### src/rtl/sorted_priority_queue_by_key_defines.svh
// Assertion macros shared by the queue RTL
`ifndef SORTED_PRIORITY_QUEUE_BY_KEY_DEFINES_SVH
`define SORTED_PRIORITY_QUEUE_BY_KEY_DEFINES_SVH

`ifndef SYNTHESIS
`define SPQK_ASSERT_IMP(label, ante, cons) \
    label: assert property (@(posedge clk) disable iff (!rst_n) (ante) |-> (cons)) \
        else $error("assertion failed");
`define SPQK_ASSERT_NXT(label, ante, cons) \
    label: assert property (@(posedge clk) disable iff (!rst_n) (ante) |=> (cons)) \
        else $error("assertion failed");
`else
`define SPQK_ASSERT_IMP(label, ante, cons)
`define SPQK_ASSERT_NXT(label, ante, cons)
`endif

`endif

### src/rtl/spqk_pkg.sv
// Types and codes shared by the queue cells and the queue top level
package spqk_pkg;

    typedef enum logic [1:0] {
        MODE_ADD    = 2'd0,
        MODE_CANCEL = 2'd1,
        MODE_UPDATE = 2'd2,
        MODE_POP    = 2'd3
    } mode_t;

    typedef enum logic [1:0] {
        STAT_DONE      = 2'd0,
        STAT_NOT_FOUND = 2'd1,
        STAT_FULL      = 2'd2
    } status_t;

    typedef enum logic [1:0] {
        OP_HOLD   = 2'd0,
        OP_POP    = 2'd1,
        OP_CANCEL = 2'd2,
        OP_INSERT = 2'd3
    } cell_op_t;

    typedef enum logic {
        ST_IDLE   = 1'b0,
        ST_INSERT = 1'b1
    } state_t;

    typedef struct packed {
        logic ge;
        logic found;
    } link_t;

endpackage

### src/rtl/spqk_cell.sv
// One queue slot: holds an entry, compares it and shifts with its neighbors
module spqk_cell #(
    parameter int KEY_WIDTH      = 16,
    parameter int PRIORITY_WIDTH = 8
) (
    input  logic                      clk,
    input  spqk_pkg::cell_op_t        op,
    input  logic                      valid,
    input  logic [KEY_WIDTH-1:0]      cmd_key,
    input  logic [PRIORITY_WIDTH-1:0] cmd_prio,
    input  logic [KEY_WIDTH-1:0]      left_key,
    input  logic [PRIORITY_WIDTH-1:0] left_prio,
    input  spqk_pkg::link_t           left_link,
    input  logic [KEY_WIDTH-1:0]      right_key,
    input  logic [PRIORITY_WIDTH-1:0] right_prio,
    output logic [KEY_WIDTH-1:0]      key_q,
    output logic [PRIORITY_WIDTH-1:0] prio_q,
    output logic [KEY_WIDTH-1:0]      key_nx,
    output logic [PRIORITY_WIDTH-1:0] prio_nx,
    output spqk_pkg::link_t           link_out
);
    import spqk_pkg::*;

    logic [KEY_WIDTH-1:0]      key_reg;
    logic [KEY_WIDTH-1:0]      key_next;
    logic [PRIORITY_WIDTH-1:0] prio_reg;
    logic [PRIORITY_WIDTH-1:0] prio_next;
    logic                      match;
    logic                      ge;

    assign match = valid && (key_reg == cmd_key);
    assign ge    = valid && (prio_reg >= cmd_prio);

    assign link_out.ge    = ge;
    assign link_out.found = left_link.found || match;

    always_comb
    begin
        key_next  = key_reg;
        prio_next = prio_reg;
        case (op)
            OP_POP:
            begin
                key_next  = right_key;
                prio_next = right_prio;
            end
            OP_CANCEL:
            begin
                if (left_link.found || match)
                begin
                    key_next  = right_key;
                    prio_next = right_prio;
                end
            end
            OP_INSERT:
            begin
                if (!ge)
                begin
                    if (left_link.ge)
                    begin
                        key_next  = cmd_key;
                        prio_next = cmd_prio;
                    end
                    else
                    begin
                        key_next  = left_key;
                        prio_next = left_prio;
                    end
                end
            end
            default:
            begin
                key_next  = key_reg;
                prio_next = prio_reg;
            end
        endcase
    end

    always_ff @(posedge clk)
    begin
        key_reg  <= key_next;
        prio_reg <= prio_next;
    end

    assign key_q   = key_reg;
    assign prio_q  = prio_reg;
    assign key_nx  = key_next;
    assign prio_nx = prio_next;

endmodule

### src/rtl/sorted_priority_queue_by_key.sv
// Priority queue top level: command control, count and result register
// Flow: a command is taken in ST_IDLE and its result is registered in ST_INSERT once
// the output side is free, so a result can wait in ST_INSERT while the output stalls.
// Commands: no new command is taken until the last result is registered; the remove pass
// runs as a command is taken, the insert pass in ST_INSERT, each across the row of cells.
// Reset: rst_n clears the entry count, the control state and the output valid.
module sorted_priority_queue_by_key #(
    parameter int QUEUE_DEPTH    = 16,
    parameter int KEY_WIDTH      = 16,
    parameter int PRIORITY_WIDTH = 8
) (
    input  logic clk,
    input  logic rst_n,
    input  logic s_tvalid,
    output logic s_tready,
    // key, priority_req
    input  logic [((KEY_WIDTH+PRIORITY_WIDTH+7)/8)*8-1:0] s_tdata,
    // mode
    input  logic [1:0] s_tuser,
    output logic m_tvalid,
    input  logic m_tready,
    // status, entry_count, front_valid, front_key, front_priority
    output logic [((3+$clog2(QUEUE_DEPTH+1)+KEY_WIDTH+PRIORITY_WIDTH+7)/8)*8-1:0] m_tdata
);
    import spqk_pkg::*;

    `include "sorted_priority_queue_by_key_defines.svh"

    localparam int CNT_W   = $clog2(QUEUE_DEPTH + 1);
    localparam int OUT_W   = 3 + CNT_W + KEY_WIDTH + PRIORITY_WIDTH;
    localparam int OUT_PAD = ((OUT_W + 7) / 8) * 8;

    state_t                    state_reg;
    state_t                    state_next;
    logic [CNT_W-1:0]          count_reg;
    logic [CNT_W-1:0]          count_next;
    logic [KEY_WIDTH-1:0]      cmd_key_reg;
    logic [PRIORITY_WIDTH-1:0] cmd_prio_reg;
    status_t                   status_reg;
    status_t                   status_next;
    logic                      insert_reg;
    logic                      insert_next;
    logic                      m_valid_reg;
    logic                      m_valid_next;
    logic [OUT_PAD-1:0]        m_data_reg;
    logic [OUT_PAD-1:0]        m_data_next;

    mode_t                     s_mode;
    logic [KEY_WIDTH-1:0]      s_key;
    logic [PRIORITY_WIDTH-1:0] s_prio;
    logic                      accept;
    logic                      emit;
    logic                      full;
    logic                      found;
    cell_op_t                  op;
    logic [KEY_WIDTH-1:0]      cell_key;
    logic [PRIORITY_WIDTH-1:0] cell_prio;
    logic [CNT_W-1:0]          emit_count;
    logic                      emit_front;

    logic [KEY_WIDTH-1:0]      key_q   [QUEUE_DEPTH];
    logic [PRIORITY_WIDTH-1:0] prio_q  [QUEUE_DEPTH];
    logic [KEY_WIDTH-1:0]      key_nx  [QUEUE_DEPTH];
    logic [PRIORITY_WIDTH-1:0] prio_nx [QUEUE_DEPTH];
    link_t                     link    [QUEUE_DEPTH];

    assign s_mode = mode_t'(s_tuser);
    assign s_key  = s_tdata[KEY_WIDTH-1:0];
    assign s_prio = s_tdata[KEY_WIDTH+PRIORITY_WIDTH-1:KEY_WIDTH];

    assign s_tready = (state_reg == ST_IDLE);
    assign accept   = s_tvalid && s_tready;
    assign emit     = (state_reg == ST_INSERT) && (!m_valid_reg || m_tready);
    assign full     = (count_reg == CNT_W'(QUEUE_DEPTH));
    assign found    = link[QUEUE_DEPTH-1].found;

    assign cell_key  = (state_reg == ST_IDLE) ? s_key : cmd_key_reg;
    assign cell_prio = (state_reg == ST_IDLE) ? s_prio : cmd_prio_reg;

    genvar gi;
    generate
        for (gi = 0; gi < QUEUE_DEPTH; gi++)
        begin : g_cell
            logic [KEY_WIDTH-1:0]      lk;
            logic [PRIORITY_WIDTH-1:0] lp;
            link_t                     ll;
            logic [KEY_WIDTH-1:0]      rk;
            logic [PRIORITY_WIDTH-1:0] rp;

            if (gi == 0)
            begin : g_first
                assign lk       = cell_key;
                assign lp       = cell_prio;
                assign ll.ge    = 1'b1;
                assign ll.found = 1'b0;
            end
            else
            begin : g_mid
                assign lk = key_q[gi-1];
                assign lp = prio_q[gi-1];
                assign ll = link[gi-1];
            end

            if (gi == QUEUE_DEPTH - 1)
            begin : g_last
                assign rk = key_q[gi];
                assign rp = prio_q[gi];
            end
            else
            begin : g_inner
                assign rk = key_q[gi+1];
                assign rp = prio_q[gi+1];
            end

            spqk_cell #(
                .KEY_WIDTH      (KEY_WIDTH),
                .PRIORITY_WIDTH (PRIORITY_WIDTH)
            ) u_cell (
                .clk        (clk),
                .op         (op),
                .valid      (CNT_W'(gi) < count_reg),
                .cmd_key    (cell_key),
                .cmd_prio   (cell_prio),
                .left_key   (lk),
                .left_prio  (lp),
                .left_link  (ll),
                .right_key  (rk),
                .right_prio (rp),
                .key_q      (key_q[gi]),
                .prio_q     (prio_q[gi]),
                .key_nx     (key_nx[gi]),
                .prio_nx    (prio_nx[gi]),
                .link_out   (link[gi])
            );
        end
    endgenerate

    always_comb
    begin
        state_next = state_reg;
        unique case (state_reg)
            ST_IDLE:
            begin
                if (accept)
                begin
                    state_next = ST_INSERT;
                end
            end
            ST_INSERT:
            begin
                if (emit)
                begin
                    state_next = ST_IDLE;
                end
            end
        endcase
    end

    always_comb
    begin
        op           = OP_HOLD;
        count_next   = count_reg;
        status_next  = status_reg;
        insert_next  = insert_reg;
        m_valid_next = m_valid_reg && !m_tready;
        m_data_next  = m_data_reg;
        emit_count   = count_reg + CNT_W'(insert_reg);
        emit_front   = (emit_count != '0);
        unique case (state_reg)
            ST_IDLE:
            begin
                if (accept)
                begin
                    status_next = STAT_DONE;
                    insert_next = 1'b0;
                    unique case (s_mode) inside
                        MODE_ADD:
                        begin
                            if (full)
                            begin
                                status_next = STAT_FULL;
                            end
                            else
                            begin
                                insert_next = 1'b1;
                            end
                        end
                        MODE_CANCEL, MODE_UPDATE:
                        begin
                            op = OP_CANCEL;
                            if (found)
                            begin
                                count_next  = count_reg - CNT_W'(1);
                                insert_next = (s_mode == MODE_UPDATE);
                            end
                            else
                            begin
                                status_next = STAT_NOT_FOUND;
                            end
                        end
                        MODE_POP:
                        begin
                            if (count_reg == '0)
                            begin
                                status_next = STAT_NOT_FOUND;
                            end
                            else
                            begin
                                op         = OP_POP;
                                count_next = count_reg - CNT_W'(1);
                            end
                        end
                    endcase
                end
            end
            ST_INSERT:
            begin
                if (emit)
                begin
                    if (insert_reg)
                    begin
                        op = OP_INSERT;
                    end
                    count_next   = emit_count;
                    m_valid_next = 1'b1;
                    m_data_next  = OUT_PAD'({
                        emit_front ? prio_nx[0] : PRIORITY_WIDTH'(0),
                        emit_front ? key_nx[0] : KEY_WIDTH'(0),
                        emit_front,
                        emit_count,
                        status_reg
                    });
                end
            end
        endcase
    end

    always_ff @(posedge clk or negedge rst_n)
    begin
        if (!rst_n)
        begin
            state_reg   <= ST_IDLE;
            count_reg   <= '0;
            m_valid_reg <= 1'b0;
        end
        else
        begin
            state_reg   <= state_next;
            count_reg   <= count_next;
            m_valid_reg <= m_valid_next;
        end
    end

    always_ff @(posedge clk)
    begin
        if (accept)
        begin
            cmd_key_reg  <= s_key;
            cmd_prio_reg <= s_prio;
        end
        status_reg <= status_next;
        insert_reg <= insert_next;
        m_data_reg <= m_data_next;
    end

    assign m_tvalid = m_valid_reg;
    assign m_tdata  = m_data_reg;

    `SPQK_ASSERT_IMP(a_count_bound, 1'b1, count_reg <= CNT_W'(QUEUE_DEPTH))
    `SPQK_ASSERT_NXT(a_count_step, 1'b1,
        (count_reg == $past(count_reg)) ||
        (count_reg == $past(count_reg) + CNT_W'(1)) ||
        (count_reg == $past(count_reg) - CNT_W'(1)))
    `SPQK_ASSERT_NXT(a_full_drop, accept && (s_mode == MODE_ADD) && full,
        (status_reg == STAT_FULL) && !insert_reg && (count_reg == $past(count_reg)))
    `SPQK_ASSERT_IMP(a_front_flag, m_valid_reg,
        m_data_reg[2+CNT_W] == (m_data_reg[CNT_W+1:2] != '0))

endmodule
### config.mk
export PLATFORM = sky130hd
export DESIGN_NAME = sorted_priority_queue_by_key
export DESIGN_NICKNAME = d
export VERILOG_FILES = /design/src/rtl/spqk_pkg.sv /design/src/rtl/spqk_cell.sv /design/src/rtl/sorted_priority_queue_by_key.sv
export VERILOG_INCLUDE_DIRS = /design/src /design/src/rtl
export SDC_FILE = /design/constraint.sdc
export NUM_CORES = 1
export LEC_CHECK = 0
export BUFFER_PORTS_ARGS = -buffer_cell sky130_fd_sc_hd__buf_2
export CORE_MARGIN = 2
export CORE_UTILIZATION = 42
export DETAILED_ROUTE_END_ITERATION = 16
export PLACE_DENSITY_LB_ADDON = 0.1
export SYNTH_ARGS = -nofsm -noshare
export SYNTH_HDL_FRONTEND = slang
export SYNTH_SLANG_ARGS = --single-unit
### constraint.sdc
create_clock -name clk -period 6.7 [get_ports clk]
set_input_delay 1.34 -clock clk [delete_from_list [all_inputs] [get_ports clk]]
set_output_delay 1.34 -clock clk [all_outputs]
set_load 0.05 [all_outputs]
* Yosys cells after proc, flatten, opt, wreduce, memory -nomap -nowiden
Cells that the tools add are included.
Cells by class: multiplexer cells 146, divide/modulo/power cells 0, add/subtract/negate cells 2, $mul 0, bitwise operators 2, magnitude comparators 32, shifts and indexed selects 0, equal/unequal tests 56, reductions and logical operators 76
Operators with widths (number):
- 16-bit 2-to-1 mux | 46
- 16-bit case mux with 3 select lines | 15
- 8-bit 2-to-1 mux | 46
- 8-bit case mux with 3 select lines | 15
- 16-bit == test | 16
- 8-bit greater-or-equal comparator | 16
- 3-bit AND reduction | 14
- 4-bit by 5-bit < comparator with 1-bit output, first input constant | 8
- 1-bit logical AND | 35
- 2-bit by 1-bit != test with 1-bit output, second input constant | 16
- 2-bit != test, second input constant | 14
- 3-bit by 5-bit < comparator with 1-bit output, first input constant | 4
- 5-bit 2-to-1 mux | 4
- 5-bit case mux with 2 select lines | 2
- 1-bit logical OR | 16
- 1-bit by 5-bit < comparator with 1-bit output, first input constant | 2
- 2-bit by 5-bit < comparator with 1-bit output, first input constant | 2
- 1-bit 2-to-1 mux | 9
- 2-bit == test, second input constant | 4
- 2-bit 2-to-1 mux | 4
- 2-bit case mux with 2 select lines | 2
- 3-bit != test, second input constant | 2
- 2-bit case mux with 3 select lines | 1
- 2-bit AND reduction | 3
- other kinds (14) | 18
Storage, ports and cells: word-level logic and storage cells 355, latch bits 0, memory bits (writable) 0, memories 0, register bits after elaboration 450, memory bits (read-only) 0

* Logic depth before layout (Yosys ltp)
depth in word-level cells 22, mapped depth 18, gate-level depth less buffers 11

* By module
A second synthesis with hierarchy kept.
Unflattened totals: cells, all modules 5064, area, all modules 45055.7 µm²
By module, submodules not included:
- spqk_cell (g_cell[0].u_cell ...) | instances 15, cells an instance 303, area each 2621.3 µm²
- sorted_priority_queue_by_key | instances 1, cells an instance 216, area each 3116.7 µm²
- spqk_cell (g_cell[9].u_cell) | instances 1, cells an instance 303, area each 2620.0 µm²

* Worst setup path after synthesis
Ideal clock, no wire load.
kind register to register, start point reg state_reg, end point reg g_cell[13].u_cell.key_reg[0] (enable), required time 6258 ps, clock period less this slack 6807 ps, arrival time 6365 ps, buffers on the path 7, slack -107 ps, stages on the path, launching flop included 19, path through dfrtp_1 -> buf_6 -> buf_2 -> buf_1 -> buf_1 -> mux2_2 -> clkbuf_1 -> ha_1 -> nand2b_1 -> a21o_1 -> a21o_1 -> a21o_1 -> a211oi_1 -> nor2_1 -> o31ai_1 -> buf_2 -> buf_1 -> nor2_1 -> o31ai_1
Between the ends: cells in the longest elaborated chain, start to end 18, elaborated cells on any way between the ends 58, classes of those cells order compare: 1; eq/ne: 19; mux: 5; bitwise: 1; reduce/logical: 32
RTL lines:
- start: declaration | RTL line sorted_priority_queue_by_key.sv:33 | state_t state_reg;
- start signal: assignment | RTL line sorted_priority_queue_by_key.sv:248 | state_reg <= state_next;
- 16-bit 2-to-1 mux | RTL line sorted_priority_queue_by_key.sv:77 | assign cell_key = (state_reg == ST_IDLE) ? s_key : cmd_key_reg;
- 16-bit == test | RTL line spqk_cell.sv:31 | assign match = valid && (key_reg == cmd_key);
- 1-bit logical AND | RTL line spqk_cell.sv:31
- 1-bit logical OR (12 in series) | RTL line spqk_cell.sv:35 | assign link_out.found = left_link.found || match;
- 1-bit logical OR | RTL line spqk_cell.sv:49 | if (left_link.found || match)
- 2-bit by 1-bit != test with 1-bit output (no line)
- 3-bit AND reduction (no line) *
- end signal: assignment | RTL line spqk_cell.sv:81 | key_reg <= key_next;
- end: declaration | RTL line spqk_cell.sv:24 | logic [KEY_WIDTH-1:0] key_reg;
Every way passes the cells marked *; elsewhere a longest branch is shown, timed or not. A chain may end at the register's enable or synchronous reset.

* Final worst setup path
start point reg state_reg, end point reg g_cell[8].u_cell.prio_reg[7] (enable)
Between the ends: cells in the longest elaborated chain, start to end 13, elaborated cells on any way between the ends 43, classes of those cells order compare: 1; eq/ne: 14; mux: 5; bitwise: 1; reduce/logical: 22
RTL lines:
- 16-bit 2-to-1 mux | RTL line sorted_priority_queue_by_key.sv:77
- 16-bit == test | RTL line spqk_cell.sv:31
- 1-bit logical AND | RTL line spqk_cell.sv:31
- 1-bit logical OR (7 in series) | RTL line spqk_cell.sv:35
- 1-bit logical OR | RTL line spqk_cell.sv:49
- 2-bit by 1-bit != test with 1-bit output (no line)
- 3-bit AND reduction (no line) *
- end signal: assignment | RTL line spqk_cell.sv:82 | prio_reg <= prio_next;
- end: declaration | RTL line spqk_cell.sv:26 | logic [PRIORITY_WIDTH-1:0] prio_reg;
Marks and branches as above.

==> impl_results.md <==
* Final Hold Fails at 0
* Total setup buffers inserted after CTS at 0
* Synth async-reset ratio at 0.0156
* Yosys cell types at 65
* Clock Sinks at 450
* Crit end category: flop
* Period minus WS final at 5140 ps
* MaxCap Viol Count at 0
* CTS tree: done
* First-pass GRT wire length at 159 mm
* Htree depth at 2
* Largest net degree at the start of global routing at ~180
* Vias in the first global route at 24000
* Synthesis Warnings at 0
* DRC viols at 0
* Syn Nets at approximately 3000
* Syn Area/Cell at 10.1 sq um
* GPL Wtd Cong at 0.951
* Die width at 269 um
* Clock Latency Late Sink at ~620 ps
* Count leader, synth: edfxtp_1
* Detailed Route Iter0 Violations at about 2900
* HP Class: reg -> reg
* Layout cells sized above 1 at 0.119
* Cts bufs inserted at 52
* Overflow after GRT at 0
* I/O pin total at 64
* Wirelength per Cell at between 20 and 30 um
* Post-cts resize count at 0
* Slew @ Worst Pin at 1200 ps
* Vias per cell at 6.28
* Synth top area cells: edfxtp_1, mux2i_1, xnor2_1, o21ai_0, ha_1
* Mapped Cells at ~2900
* Nets at 3079
* Core Box Area at 69700 sq um
* Main synth FF type: edfxtp_1
* Initial antenna violation count at 0
* DRT Pass-1 Iters at 6
* Slew Limit Fails at 0
* Layout area overhead at 11.6%
* Critical Path RT at 6870 ps
* Final setup violating endpoints at 0
* Area of the die at approximately 72000 sq um
* Row count at 97
* Sequential share of the synthesized area at 0.450
* Placed wire-length estimate at between 70 and 80 mm
* Clock-pin transition on the worst setup and hold timing paths at 60 ps
* Crit start category: flop
* Synthesized flop and latch total at between 400 and 500
* Total routed wirelength at 108 mm
* Starting Density at 0.423
* Leading area contributor after synthesis: edfxtp_1
* Vias at between 20000 and 25000
* Fmax at ~190 MHz
* Yosys top cell area share at 0.427
* Mapped Area at approximately 29000 sq um
* Root Driver: clkbuf_16
* CTS Buffer Depth at 3
* Status: finished clean
* Global Route Usage Sum at 0.296
* EDFF count, synth at roughly 420
* Die height at between 200 and 300 um
* Detail Route Antenna Nets at 0
* Hold_buf cts at 0
* Most instantiated cells after synthesis: edfxtp_1, o21ai_0, nand2_1, xnor2_1, mux2i_1
* Fin crit share at 0.767
* IO buf count at 63
* RSZ-0062 raised after global routing: no
* Crit Path Class: reg -> reg
* Clk_skew at around 21 ps
* CP Data Arrival Time at 5310 ps
* Slew HR at 0.197
* Max reg flops at roughly 260
* CP Max Fanout at 24
* Setup TNS at 0 ps
## placed cells by master (no fill, tap or decap), drive strengths merged, types with 7 or more instances in the layout
| cell | synthesis | routed |
|---|---|---|
| a211oi | 37 | 37 |
| a21o | 49 | 49 |
| a21oi | 198 | 198 |
| a221o | 24 | 24 |
| buf | 39 | 164 |
| bufinv | 0 | 7 |
| clkbuf | 187 | 62 |
| clkinv | 1 | 23 |
| dfrtp | 7 | 7 |
| dfxtp | 24 | 24 |
| edfxtp | 419 | 419 |
| ha | 138 | 138 |
| inv | 33 | 35 |
| mux2 | 24 | 24 |
| mux2i | 252 | 252 |
| nand2 | 376 | 376 |
| nand2b | 21 | 21 |
| nand3 | 15 | 15 |
| nand4 | 22 | 22 |
| nor2 | 58 | 58 |
| nor3 | 60 | 60 |
| nor4 | 84 | 84 |
| o21ai | 419 | 419 |
| o22ai | 11 | 11 |
| o31ai | 78 | 78 |
| or4 | 12 | 12 |
| xnor2 | 258 | 258 |
## worst paths after layout
| check | from | end | slack [ps] | cells after the start |
|---|---|---|---|---|
| setup reg to reg | state_reg | g_cell[8].u_cell.prio_q[7] | 1560 | 11 |
| setup / recovery | state_reg | g_cell[8].u_cell.prio_q[7] | 1560 | 11 |
| max in group asynchronous | rst_n | state_reg | 5980 | 1 |
| hold reg to reg | status_reg[0] | m_tdata[0] | 420 | 0 |
| min in group asynchronous | rst_n | state_reg | 540 | 1 |
| hold / removal | status_reg[0] | m_tdata[0] | 420 | 0 |
## worst max-delay path, cell delays in order, from the launching register on
cell and delay, ps:
dfrtp_4 760, buf_4 380, mux2i_4 740, buf_4 320, xnor2_1 200, nor4_1 110, nand4b_1 100, nor3_1 60
nor4_1 670, nand4_1 330, or2_2 380, o21a_1 600
## routing by layer
layer	GRT usage	vias up	routed length [um]
met5	0	-	0
met4	0.109	0	4250
met3	0.0448	236	8770
met2	0.459	1222	47600
met1	0.417	12100	47000
li1	-	10900	-
## final cells by class
type | instances | area (sq um)
antenna | 1 | 2.50
clock buffer | 62 | 1380
clock inverter | 35 | 370
fill | 6604 | 36800
inverter | 34 | 128
multi-input combinational | 2209 | 15400
sequential | 450 | 13200
tap | 940 | 1180
timing repair buffer | 164 | 1150
## through the flow
stage | area (sq um) | setup slack, ps | utilization | hold slack [ps] | std cells
after detailed placement | 31100 | 1170 | 0.447 | 407 | 3797
after global routing | 32900 | 1320 | 0.472 | 454 | 3894
after global placement | 31100 | 1300 | 0.447 | 408 | 3797
after CTS | 32900 | 1520 | 0.472 | 421 | 3894
after floorplan | 29400 | 99.6 | - | 400 | 2919
final | 32900 | 1560 | 0.472 | 424 | 3895
## logic make-up (layout without fill, tap and decap cells)
logic type | count (synthesis) | after routing | synth area share
multiplexers | 276 | 276 | 0.100
adder cells (fa/ha/maj) | 138 | 138 | 0.0586
buffers and inverters | 260 | 295 | 0.0366
XOR/XNOR | 261 | 261 | 0.0776
AND/OR/NAND/NOR | 678 | 678 | 0.106
flip-flops | 450 | 450 | 0.450
other | 0 | 1 | 0
AO/OA/AOI/OAI | 856 | 856 | 0.172
Power is left out: the tool's default activity adds up to more than one toggle a clock period on the data nets, which glitch-free logic cannot reach.
